--- config.mk ---
export PLATFORM = sky130hd
export DESIGN_NAME = char_stream_tokenizer
export DESIGN_NICKNAME = d
export VERILOG_FILES = /design/src/hdl/cst_pkg.sv /design/src/hdl/cst_scan.sv /design/src/hdl/cst_tokq.sv /design/src/hdl/char_stream_tokenizer.sv
export SDC_FILE = /design/constraint.sdc
export NUM_CORES = 1
export LEC_CHECK = 0
export ABC_AREA = 1
export BUFFER_PORTS_ARGS = -buffer_cell sky130_fd_sc_hd__buf_2
export CORE_MARGIN = 1
export CORE_UTILIZATION = 30
export DETAILED_ROUTE_END_ITERATION = 8
export GPL_TIMING_DRIVEN = 0
export MAX_ROUTING_LAYER = met4
export SYNTH_ARGS = -nofsm -noshare
export SYNTH_HDL_FRONTEND = slang
export SYNTH_SLANG_ARGS = --single-unit
--- constraint.sdc ---
create_clock -name i_clk -period 5.55 [get_ports i_clk]
set_input_delay 0.2775 -clock i_clk [delete_from_list [all_inputs] [get_ports i_clk]]
set_output_delay 0.2775 -clock i_clk [all_outputs]
set_load 0.05 [all_outputs]
--- src/hdl/cst_pkg.sv ---
package cst_pkg;

    // Scanner sizing
    localparam int KEYWORD_CHARS = 5;
    localparam int POSITION_BITS = 16;
    localparam int WORD_BITS     = KEYWORD_CHARS * 8;
    localparam int WCNT_BITS     = $clog2(KEYWORD_CHARS + 2);

    // Token queue sizing (entries of up to two tokens)
    localparam int QUEUE_DEPTH = 4;
    localparam int QPTR_BITS   = $clog2(QUEUE_DEPTH);
    localparam int QCNT_BITS   = $clog2(QUEUE_DEPTH + 1);

    localparam int KIND_BITS = 5;
    localparam int TOK_BITS  = 16;

    typedef enum logic [KIND_BITS-1:0] {
        KIND_PLUS   = 5'd0,
        KIND_MINUS  = 5'd1,
        KIND_MUL    = 5'd2,
        KIND_DIV    = 5'd3,
        KIND_NUM    = 5'd4,
        KIND_ERR    = 5'd5,
        KIND_RPAREN = 5'd6,
        KIND_LPAREN = 5'd7,
        KIND_END    = 5'd8,
        KIND_ID     = 5'd9,
        KIND_PRINT  = 5'd10,
        KIND_ASSIGN = 5'd11,
        KIND_SEMI   = 5'd12,
        KIND_IF     = 5'd13,
        KIND_ELSE   = 5'd14,
        KIND_ENDIF  = 5'd15,
        KIND_LT     = 5'd16,
        KIND_LEQ    = 5'd17,
        KIND_THEN   = 5'd18
    } t_kind;

    typedef struct packed {
        t_kind                kind;
        logic [TOK_BITS-1:0]  start;
        logic [TOK_BITS-1:0]  length;
    } t_token;

    // One queue entry: the tokens caused by one input word
    typedef struct packed {
        t_token tok0;
        t_token tok1;
        logic   two;
    } t_entry;

endpackage

--- src/hdl/cst_scan.sv ---
module cst_scan (
    input  logic                         i_clk,
    input  logic                         i_rst_n,
    input  logic                         i_accept,
    input  logic [7:0]                   i_ch,
    input  logic                         i_end_of_text,
    output logic                         o_entry_valid,
    output cst_pkg::t_entry              o_entry
);

    typedef enum logic [1:0] {
        MODE_IDLE = 2'd0,
        MODE_NUM  = 2'd1,
        MODE_WORD = 2'd2,
        MODE_LT   = 2'd3
    } t_mode;

    localparam logic [7:0] CH_SPACE  = 8'h20;
    localparam logic [7:0] CH_NL     = 8'h0A;
    localparam logic [7:0] CH_PLUS   = 8'h2B;
    localparam logic [7:0] CH_MINUS  = 8'h2D;
    localparam logic [7:0] CH_MUL    = 8'h2A;
    localparam logic [7:0] CH_DIV    = 8'h2F;
    localparam logic [7:0] CH_LPAREN = 8'h28;
    localparam logic [7:0] CH_RPAREN = 8'h29;
    localparam logic [7:0] CH_EQ     = 8'h3D;
    localparam logic [7:0] CH_SEMI   = 8'h3B;
    localparam logic [7:0] CH_LT     = 8'h3C;

    localparam logic [cst_pkg::WORD_BITS-1:0] KW_PRINT =
        cst_pkg::WORD_BITS'(40'h7072696E74);
    localparam logic [cst_pkg::WORD_BITS-1:0] KW_IF    =
        cst_pkg::WORD_BITS'(40'h6966);
    localparam logic [cst_pkg::WORD_BITS-1:0] KW_ELSE  =
        cst_pkg::WORD_BITS'(40'h656C7365);
    localparam logic [cst_pkg::WORD_BITS-1:0] KW_ENDIF =
        cst_pkg::WORD_BITS'(40'h656E646966);
    localparam logic [cst_pkg::WORD_BITS-1:0] KW_THEN  =
        cst_pkg::WORD_BITS'(40'h7468656E);

    localparam logic [cst_pkg::POSITION_BITS-1:0] POS_MAX = '1;

    function automatic logic [cst_pkg::TOK_BITS-1:0] low16(
        input logic [cst_pkg::POSITION_BITS-1:0] p
    );
        logic [31:0] w;
        w = 32'(p);
        return w[cst_pkg::TOK_BITS-1:0];
    endfunction

    function automatic logic [cst_pkg::TOK_BITS-1:0] sat16(
        input logic [cst_pkg::POSITION_BITS-1:0] d
    );
        logic [31:0] w;
        w = 32'(d);
        return (w > 32'h0000FFFF) ? 16'hFFFF : w[cst_pkg::TOK_BITS-1:0];
    endfunction

    t_mode                              r_mode, n_mode;
    logic [cst_pkg::WORD_BITS-1:0]      r_word, n_word;
    logic [cst_pkg::WCNT_BITS-1:0]      r_wcnt, n_wcnt;
    logic [cst_pkg::POSITION_BITS-1:0]  r_begin, n_begin;
    logic [cst_pkg::POSITION_BITS-1:0]  r_pos, n_pos;

    logic            is_digit, is_letter;
    logic            do_close, do_start;
    logic            close_v, sec_v;
    cst_pkg::t_token close_tok, sec_tok;
    cst_pkg::t_kind  word_kind;

    assign is_digit  = (i_ch >= 8'h30) && (i_ch <= 8'h39);
    assign is_letter = ((i_ch >= 8'h61) && (i_ch <= 8'h7A)) ||
                       ((i_ch >= 8'h41) && (i_ch <= 8'h5A));

    // keyword match on the whole word: the char count and the chars must both agree
    always_comb begin
        word_kind = cst_pkg::KIND_ID;
        if (r_wcnt == cst_pkg::WCNT_BITS'(5) && r_word == KW_PRINT) begin
            word_kind = cst_pkg::KIND_PRINT;
        end else if (r_wcnt == cst_pkg::WCNT_BITS'(2) && r_word == KW_IF) begin
            word_kind = cst_pkg::KIND_IF;
        end else if (r_wcnt == cst_pkg::WCNT_BITS'(4) && r_word == KW_ELSE) begin
            word_kind = cst_pkg::KIND_ELSE;
        end else if (r_wcnt == cst_pkg::WCNT_BITS'(5) && r_word == KW_ENDIF) begin
            word_kind = cst_pkg::KIND_ENDIF;
        end else if (r_wcnt == cst_pkg::WCNT_BITS'(4) && r_word == KW_THEN) begin
            word_kind = cst_pkg::KIND_THEN;
        end
    end

    // token that is open, ending before the current position
    always_comb begin
        close_tok.start  = low16(r_begin);
        close_tok.length = sat16(r_pos - r_begin);
        unique case (r_mode)
            MODE_NUM:  close_tok.kind = cst_pkg::KIND_NUM;
            MODE_WORD: close_tok.kind = word_kind;
            MODE_LT: begin
                close_tok.kind   = cst_pkg::KIND_LT;
                close_tok.length = cst_pkg::TOK_BITS'(1);
            end
            default:   close_tok.kind = cst_pkg::KIND_ERR;
        endcase
    end

    always_comb begin
        n_mode   = r_mode;
        n_word   = r_word;
        n_wcnt   = r_wcnt;
        n_begin  = r_begin;
        n_pos    = r_pos;
        do_close = 1'b0;
        do_start = 1'b0;
        close_v  = 1'b0;
        sec_v    = 1'b0;
        sec_tok.kind   = cst_pkg::KIND_ERR;
        sec_tok.start  = low16(r_pos);
        sec_tok.length = cst_pkg::TOK_BITS'(1);

        if (i_end_of_text) begin
            close_v        = (r_mode != MODE_IDLE);
            sec_v          = 1'b1;
            sec_tok.kind   = cst_pkg::KIND_END;
            sec_tok.length = '0;
            n_mode  = MODE_IDLE;
            n_word  = '0;
            n_wcnt  = '0;
            n_pos   = '0;
            n_begin = '0;
        end else begin
            unique case (r_mode)
                MODE_NUM: begin
                    if (!is_digit) begin
                        do_close = 1'b1;
                        do_start = 1'b1;
                    end
                end
                MODE_WORD: begin
                    if (is_letter || is_digit) begin
                        n_word = {r_word[cst_pkg::WORD_BITS-9:0], i_ch};
                        if (r_wcnt <= cst_pkg::WCNT_BITS'(cst_pkg::KEYWORD_CHARS)) begin
                            n_wcnt = r_wcnt + 1'b1;
                        end
                    end else begin
                        do_close = 1'b1;
                        do_start = 1'b1;
                    end
                end
                MODE_LT: begin
                    if (i_ch == CH_EQ) begin
                        sec_v          = 1'b1;
                        sec_tok.kind   = cst_pkg::KIND_LEQ;
                        sec_tok.start  = low16(r_begin);
                        sec_tok.length = cst_pkg::TOK_BITS'(2);
                        n_mode         = MODE_IDLE;
                    end else begin
                        do_close = 1'b1;
                        do_start = 1'b1;
                    end
                end
                default: do_start = 1'b1;
            endcase

            if (r_pos < POS_MAX) begin
                n_pos = r_pos + 1'b1;
            end

            if (do_close) begin
                close_v = 1'b1;
                n_mode  = MODE_IDLE;
                n_word  = '0;
                n_wcnt  = '0;
            end

            if (do_start) begin
                if (i_ch == CH_SPACE || i_ch == CH_NL) begin
                    // skipped
                end else if (is_digit) begin
                    n_begin = r_pos;
                    n_mode  = MODE_NUM;
                end else if (is_letter) begin
                    n_begin = r_pos;
                    n_mode  = MODE_WORD;
                    n_word  = cst_pkg::WORD_BITS'(i_ch);
                    n_wcnt  = cst_pkg::WCNT_BITS'(1);
                end else if (i_ch == CH_LT) begin
                    n_begin = r_pos;
                    n_mode  = MODE_LT;
                end else begin
                    sec_v = 1'b1;
                    case (i_ch)
                        CH_PLUS:   sec_tok.kind = cst_pkg::KIND_PLUS;
                        CH_MINUS:  sec_tok.kind = cst_pkg::KIND_MINUS;
                        CH_MUL:    sec_tok.kind = cst_pkg::KIND_MUL;
                        CH_DIV:    sec_tok.kind = cst_pkg::KIND_DIV;
                        CH_LPAREN: sec_tok.kind = cst_pkg::KIND_LPAREN;
                        CH_RPAREN: sec_tok.kind = cst_pkg::KIND_RPAREN;
                        CH_EQ:     sec_tok.kind = cst_pkg::KIND_ASSIGN;
                        CH_SEMI:   sec_tok.kind = cst_pkg::KIND_SEMI;
                        default:   sec_tok.kind = cst_pkg::KIND_ERR;
                    endcase
                end
            end
        end
    end

    // pack: a lone token always sits in slot 0
    assign o_entry_valid = close_v || sec_v;
    assign o_entry.tok0  = close_v ? close_tok : sec_tok;
    assign o_entry.tok1  = sec_tok;
    assign o_entry.two   = close_v && sec_v;

    always_ff @(posedge i_clk) begin
        if (!i_rst_n) begin
            r_mode  <= MODE_IDLE;
            r_word  <= '0;
            r_wcnt  <= '0;
            r_begin <= '0;
            r_pos   <= '0;
        end else if (i_accept) begin
            r_mode  <= n_mode;
            r_word  <= n_word;
            r_wcnt  <= n_wcnt;
            r_begin <= n_begin;
            r_pos   <= n_pos;
        end
    end

endmodule

--- src/hdl/cst_tokq.sv ---
module cst_tokq (
    input  logic                    i_clk,
    input  logic                    i_rst_n,
    input  logic                    i_push,
    input  cst_pkg::t_entry         i_entry,
    output logic                    o_full,
    input  logic                    i_pop,
    output logic                    o_empty,
    output cst_pkg::t_token         o_token,
    output logic                    o_last
);

    cst_pkg::t_entry                 r_mem [cst_pkg::QUEUE_DEPTH];
    logic [cst_pkg::QPTR_BITS-1:0]   r_wr, r_rd;
    logic [cst_pkg::QCNT_BITS-1:0]   r_cnt;
    logic                            r_sub;

    cst_pkg::t_entry head;
    logic            tok_pop, entry_pop;

    assign head      = r_mem[r_rd];
    assign o_empty   = (r_cnt == '0);
    assign o_full    = (r_cnt == cst_pkg::QCNT_BITS'(cst_pkg::QUEUE_DEPTH));
    assign o_token   = r_sub ? head.tok1 : head.tok0;
    assign o_last    = !head.two || r_sub;
    assign tok_pop   = i_pop && !o_empty;
    assign entry_pop = tok_pop && o_last;

    always_ff @(posedge i_clk) begin
        if (i_push) begin
            r_mem[r_wr] <= i_entry;
        end
    end

    always_ff @(posedge i_clk) begin
        if (!i_rst_n) begin
            r_wr  <= '0;
            r_rd  <= '0;
            r_cnt <= '0;
            r_sub <= 1'b0;
        end else begin
            if (i_push) begin
                r_wr <= r_wr + 1'b1;
            end
            if (entry_pop) begin
                r_rd <= r_rd + 1'b1;
            end
            if (tok_pop) begin
                r_sub <= !o_last;
            end
            case ({i_push, entry_pop})
                2'b10:   r_cnt <= r_cnt + 1'b1;
                2'b01:   r_cnt <= r_cnt - 1'b1;
                default: r_cnt <= r_cnt;
            endcase
        end
    end

endmodule

--- src/hdl/char_stream_tokenizer.sv ---
// Character tokenizer: one character (or end marker) per word in, tokens out.
// A token is written into the token queue with the word that closes it and is shown at the queue head.
// Throughput: one input word per cycle; a word may raise two tokens, popped one a cycle.
// Input stalls only when the four-entry token queue between scanner and output is full.
// Reset (i_rst_n low, synchronous): scanner idle, position zero, queue emptied.
module char_stream_tokenizer (
    input  logic        i_clk,
    input  logic        i_rst_n,
    // input side
    input  logic        push,
    output logic        full,
    input  logic [7:0]  i_ch,
    input  logic        i_end_of_text,
    // result side
    output logic        empty,
    input  logic        pop,
    output logic [4:0]  o_token_kind,
    output logic [15:0] o_token_start,
    output logic [15:0] o_token_length,
    output logic        o_last
);

    logic            accept;
    logic            entry_valid;
    cst_pkg::t_entry entry;
    cst_pkg::t_token token;

    // A word is taken whenever the queue has room; words that make no token
    // (spaces, chars inside a number or word) only advance the scanner.
    assign accept = push && !full;

    // Front: scanner state, classification, keyword match
    cst_scan u_scan (
        .i_clk         (i_clk),
        .i_rst_n       (i_rst_n),
        .i_accept      (accept),
        .i_ch          (i_ch),
        .i_end_of_text (i_end_of_text),
        .o_entry_valid (entry_valid),
        .o_entry       (entry)
    );

    // Back: token queue, hands out one token per pop and marks the last one
    // of each input word.
    cst_tokq u_tokq (
        .i_clk   (i_clk),
        .i_rst_n (i_rst_n),
        .i_push  (accept && entry_valid),
        .i_entry (entry),
        .o_full  (full),
        .i_pop   (pop),
        .o_empty (empty),
        .o_token (token),
        .o_last  (o_last)
    );

    assign o_token_kind   = token.kind;
    assign o_token_start  = token.start;
    assign o_token_length = token.length;

endmodule
**Word-level counts from Yosys, hierarchy flattened**

Memories as Yosys holds them, arrays and structs flattened. A register that Yosys moved wholly into a read port is not among the register bits.
Cells that the tools add are included.

- Flip-flop bits (word level): 85
- Latch bits: 0
- Memory bits (writable): 300
- Bits in read-only memories: 0
- Bits of input ports: 13
- Output and inout port bits: 40
- Word-level logic and storage cells: 157
- Memories: 1

Memory list:

| memory | words | bits a word | read ports | clocked after memory_dff | write ports | RTL line | RTL |
|---|---|---|---|---|---|---|---|
| u_tokq.r_mem | 4 | 75 | 1 | 1 | 1 | cst_tokq.sv:13 | `cst_pkg::t_entry r_mem [cst_pkg::QUEUE_DEPTH];` |

- Add/sub/neg operators: 7
- Multipliers: 0
- Divide/modulo/power cells: 0
- Order comparisons: 8
- Eq/ne operators: 26
- Shift-type cells: 0
- Muxes and demuxes: 76
- Bitwise logic cells: 0
- Reduce and logical (&&, ||, !) cells: 30

Operators with widths:

| kind | number |
|---|---|
| $mux 40 | 8 |
| $mux 16 | 11 |
| $mux 37 | 4 |
| $eq 40x31->1 const B | 2 |
| $eq 40x39->1 const B | 2 |
| $eq 8x6->1 const B | 10 |
| $mux 5 | 11 |
| $eq 40x15->1 const B | 1 |
| $pmux 4 s8 | 1 |
| $mux 3 | 9 |
| $mux 2 | 11 |
| $mux 1 | 17 |
| $add 16x1->16 const B | 1 |
| $ge 8x7->1 const B | 2 |
| $le 8x7->1 const B | 2 |
| $lt 16x16->1 const B | 1 |
| $sub 16x16->16 | 1 |
| $pmux 5 s3 | 1 |
| $logic_and 1x1->1 | 13 |
| $eq 3x3->1 const B | 3 |
| $eq 8x4->1 const B | 1 |
| $ge 8x6->1 const B | 1 |
| $le 8x6->1 const B | 1 |
| $reduce_bool 2->1 | 4 |
| other kinds (16) | 29 |

**Logic depth before layout (Yosys ltp)**

- Depth after elaboration: 14
- Mapped depth: 21
- Depth with buffers taken out: 20

**Hierarchy**

From an unflattened synthesis, not the netlist that was laid out.

- Cells, all modules: 1905
- Area total of the unflattened synthesis: 18182.4 µm²

By module, submodules not included:

| module | instances | cells an instance | area an instance (µm²) | seq. area each (µm²) |
|---|---|---|---|---|
| cst_tokq | 1 | 916 | 12177.9 | 9208.8 |
| cst_scan | 1 | 984 | 5980.7 | 1541.5 |
| char_stream_tokenizer | 1 | 5 | 23.8 | 0.0 |

**Worst setup path before layout**

OpenSTA, ideal clock, no wires.

- Path type: input-to-reg
- From: input port i_ch[3]
- To: memory u_tokq.r_mem[0][0] (netlist bit), enable pin
- Library setup time: 0.480 ns
- Data arrival time: 4.000 ns
- Slack: 1.070 ns
- Stages on the path: 14
- Path buffers: 1
- Path through: buf_4 > nor2_1 > nand3_1 > nand3_2 > inv_1 > nor2_1 > nand2_1 > inv_2 > nand2_1 > nand2_1 > inv_1 > nand2_1 > nand2_2 > nor2_1

- Longest elaborated chain between the ends: 13
- Elaborated cells between the ends (all ways): 37
- Those cells by class: 6 x order compare; 4 x eq/ne; 19 x mux; 8 x reduce/logical

Ends and longest elaborated chain:

| element | RTL line | RTL |
|---|---|---|
| start: declaration | char_stream_tokenizer.sv:12 | `input logic [7:0] i_ch,` |
| $ge 8x7->1 (tied with other cells) | cst_scan.sv:72 | `assign is_letter = ((i_ch >= 8'h61) && (i_ch <= 8'h7A)) \|\|` |
| $logic_and 1x1->1 (tied with other cells) | cst_scan.sv:72 |  |
| $logic_or 1x1->1 / $mux 1 (equally long branches) | cst_scan.sv:72, cst_scan.sv:131 |  |
| $logic_or 1x1->1 / $mux 1 (equally long branches) | cst_scan.sv:139, cst_scan.sv:186 |  |
| $mux 1 (on tied branches) | cst_scan.sv:139, cst_scan.sv:181 |  |
| $pmux 1 s3 / $mux 1 (equally long branches) | cst_scan.sv:131, cst_scan.sv:178 |  |
| $mux 1 (on tied branches) | cst_scan.sv:120, cst_scan.sv:176 |  |
| $mux 1 (on tied branches) | cst_scan.sv:168, cst_scan.sv:175 |  |
| $mux 1 | cst_scan.sv:120 | `if (i_end_of_text) begin` |
| $logic_or 1x1->1 * | cst_scan.sv:208 | `assign o_entry_valid = close_v \|\| sec_v;` |
| $logic_and 1x1->1 * | char_stream_tokenizer.sv:48 | `.i_push (accept && entry_valid),` |
| $mux 1 * | cst_tokq.sv:30 | `if (i_push) begin` |
| $mux 1 (implied by the code) * | cst_tokq.sv:31 | `r_mem[r_wr] <= i_entry;` |
| end: declaration | cst_tokq.sv:13 |  |

Mark *: on every way between the ends. The rest lies on a longest branch, timed or not. The select of a mux whose other input is x is not followed.

==> results by group <==
Final layout
  – Area growth from synthesis to layout: 16.0%
  – Layout net count: between 1500 and 2000
  – Commonest non-fill, non-tap cell in the layout: nand2_1
  – Fillers: 5196
  – Share of cells above drive strength 1: 0.0923
  – Most frequent cells in the layout: nand2_1, nor2_1, edfxtp_1, o21ai_0, inv_1
  – Cell area after layout: 18300 µm²

Timing
  – Final Cycle Share: 0.625
  – Setup TNS: 0 ns
  – Max Slew Vio Count: 0
  – Min Clock Period, post-route: 3.47 ns
  – Slack of the critical path: slightly above 2 ns
  – Unrepaired setup endpoints after global routing: false
  – FMAX: 288 MHz
  – Skew final: 0.0157 ns
  – Final Hold Fails: 0
  – Hold Slack: approximately 0.086 ns
  – Setup violators final: 0
  – Worst Max-Slew Pin Slew: 0.913 ns
  – Slew HR: 0.385

Routing
  – WL/cell: roughly 18 µm
  – Residual DRC: 0
  – Vias/cell: between 4 and 5
  – Post-route ant nets: 0
  – Vias post-DR: 12800
  – DRT Pass-1 Iters: 5
  – Initial drt markers: 1118
  – WL final: between 40000 and 50000 µm

Floorplanning
  – I/O pins: 53
  – Initial Util: 0.306
  – FP Rows: 83
  – Core area: 51600 µm²
  – Die height: about 230 µm
  – Die ar.: 53500 µm²
  – Chip width: 231 µm

CTS
  – Skew-Pair Late Insertion Delay: 0.54 ns
  – Clock buffer depth: 3
  – Total CTS buffers: 38
  – CTS tree: built
  – Setup bufs post-CTS: 0
  – Cts hold-fix bufs: 0
  – # resized after CTS: 0
  – CTS Sinks: 331
  – Reg clk slew, reported paths: 0.07 ns
  – H-tree depth: 2
  – Root buf cell: clkbuf_16

Global routing
  – First-pass GRT wire length: 70300 µm
  – Gr ovfl total: 0
  – Initial antenna violation count: 1
  – Largest net degree at the start of global routing: 28
  – Vias in the first global route: around 12000
  – Gr usage total: 0.174

Worst setup path
  – Arr. time, crit path: ~3.2 ns
  – Worst path slowest cell: clkbuf_1
  – Crit path capture type: output pin
  – Crit path launch type: flop
  – Crit Path Category: flop to output pin
  – Data required time of the worst path: 5.27 ns
  – CP cell instances: inv_1 > clkbuf_1 > clkbuf_1 > nor2_1 > o22ai_1 > nor2_1 > a31oi_1 > buf_2
  – Worst-path maximum fanout: 10
  – Register-to-register setup slack: 2.16 ns
  – CP max stage delay: approximately 0.58 ns

Logic synthesis
  – Synth warn: 0
  – Mapped cell area: 15800 µm²
  – Register bit total from synthesis: roughly 330
  – Mapped Cells: 1756
  – Syn nets: 1796
  – Avg Cell Area, Syn: 8.98 µm²
  – Yosys cell types: 47
  – Seq/Total Area, Yosys: 0.575

Placed design
  – Pre-CTS WS: 2.02 ns
  – DP Area: ~17000 µm²
  – Detailed Place HPWL: 33100 µm
  – Routability cong.: between 0.9 and 1
  – Port buffer count: 51

Status
  – Status: complete, no violations

Min path
  – Hold Crit Class: primary input to flop

Power and ir drop
  – Leakage: 6.80 nW
  – Total chip power: 6.64 mW
  – Pwr dens: 363 nW/µm²
  – Maximum vdd drop: 0.198 mV

Run
  – Max_cap viols: 0
cells by family (layout without fill, tap and decap cells):
family / count (synthesis) / after routing / share of synthesized area
mux: 4 / 4 / 0.00254
compound gates: 391 / 391 / 0.131
fa+ha+maj: 27 / 27 / 0.0224
flops: 331 / 331 / 0.575
other cells: 0 / 1 / 0
simple gates: 732 / 732 / 0.194
xor+xnor: 16 / 16 / 0.00888
buf+inv: 255 / 384 / 0.0665
synth_stat cells, drive strengths merged:
cell type	count	area (µm²)
a41oi	1	8.76
edfxtp	244	7330
nand3	61	320
nor2	298	1160
nand2	313	1210
o21bai	1	7.51
o311ai	1	8.76
o31ai	1	7.51
dlygate4sd1	1	8.76
o21ai	215	1090
or2	2	12.5
nand3b	1	20.0
a31oi	28	175
a21oi	113	566
xor2	11	96.3
buf	30	193
xnor2	5	43.8
o22ai	24	150
fa	2	40.0
o211ai	2	15.0
clkinv	2	7.51
ha	25	313
nand4	29	181
dfxtp	87	1740
nor3	21	105
mux2i	4	40.0
nor4	7	43.8
a211oi	2	15.0
inv	169	634
a21boi	2	15.0
dlygate4sd3	1	10.0
o221ai	1	8.76
clkbuf	52	195
power by group:
group | internal (mW) | total (mW) | switching, mW
Sequential | 2.76 | 2.81 | 0.0422
Clock | 1.37 | 2.39 | 1.01
Combinational | 0.324 | 1.45 | 1.12
path summary, 6_finish.rpt:
path	startpoint	cells after the start	end
setup / recovery	flop	8	o_token_length[1]
hold / removal	i_rst_n	3	u_tokq.r_wr[1]
setup reg to reg	flop	12	u_tokq.r_cnt[2]
hold reg to reg	u_scan.r_word[6]	2	u_scan.r_word[6]
worst max-delay path, delay by kind of cell, from the launching register on:
family | cells | cell delay [ns]
buf+inv | 4 | 1.52
simple gates | 2 | 0.16
flops | 1 | 0.40
compound gates | 2 | 0.56
area by class of cell:
cell class / count / area [µm²] / area share
Clock buffer: 57 / 1090 / 0.0598
Antenna cell: 1 / 2.50 / 0.000137
Multi-Input combinational cell: 1170 / 5690 / 0.311
Inverter: 171 / 642 / 0.0351
Timing Repair Buffer: 60 / 458 / 0.0250
Sequential cell: 331 / 9070 / 0.496
Buffer: 84 / 407 / 0.0222
Clock inverter: 12 / 90.1 / 0.00492
Tap cell: 680 / 851 / 0.0465
registers in the layout, indices dropped and copies added, names as in the netlist, named ones only:
register	count
u_scan.r_wcnt	3
u_scan.r_begin	16
u_tokq.r_mem	244
u_tokq.r_rd	2
u_tokq.r_sub	1
u_scan.r_mode	2
u_tokq.r_wr	2
u_scan.r_word	40
u_tokq.r_cnt	3
u_scan.r_pos	16
per-layer routing:
layer,share of wire,global-route usage,vias to the layer above
li1,-,-,6183
met1,0.44,0.229,6193
met2,0.47,0.277,388
met3,0.065,0.0284,60
met4,0.020,0.0457,0
met5,0,-,-
through the flow:
step | cells | util
finish | 2566 | 0.355
global route | 2566 | 0.355
CTS | 2565 | 0.355
detailed placement | 2496 | 0.332
global placement | 2487 | 0.327
floorplan | 1756 | -
No activity file was read; power rests on OpenSTA's default activity.
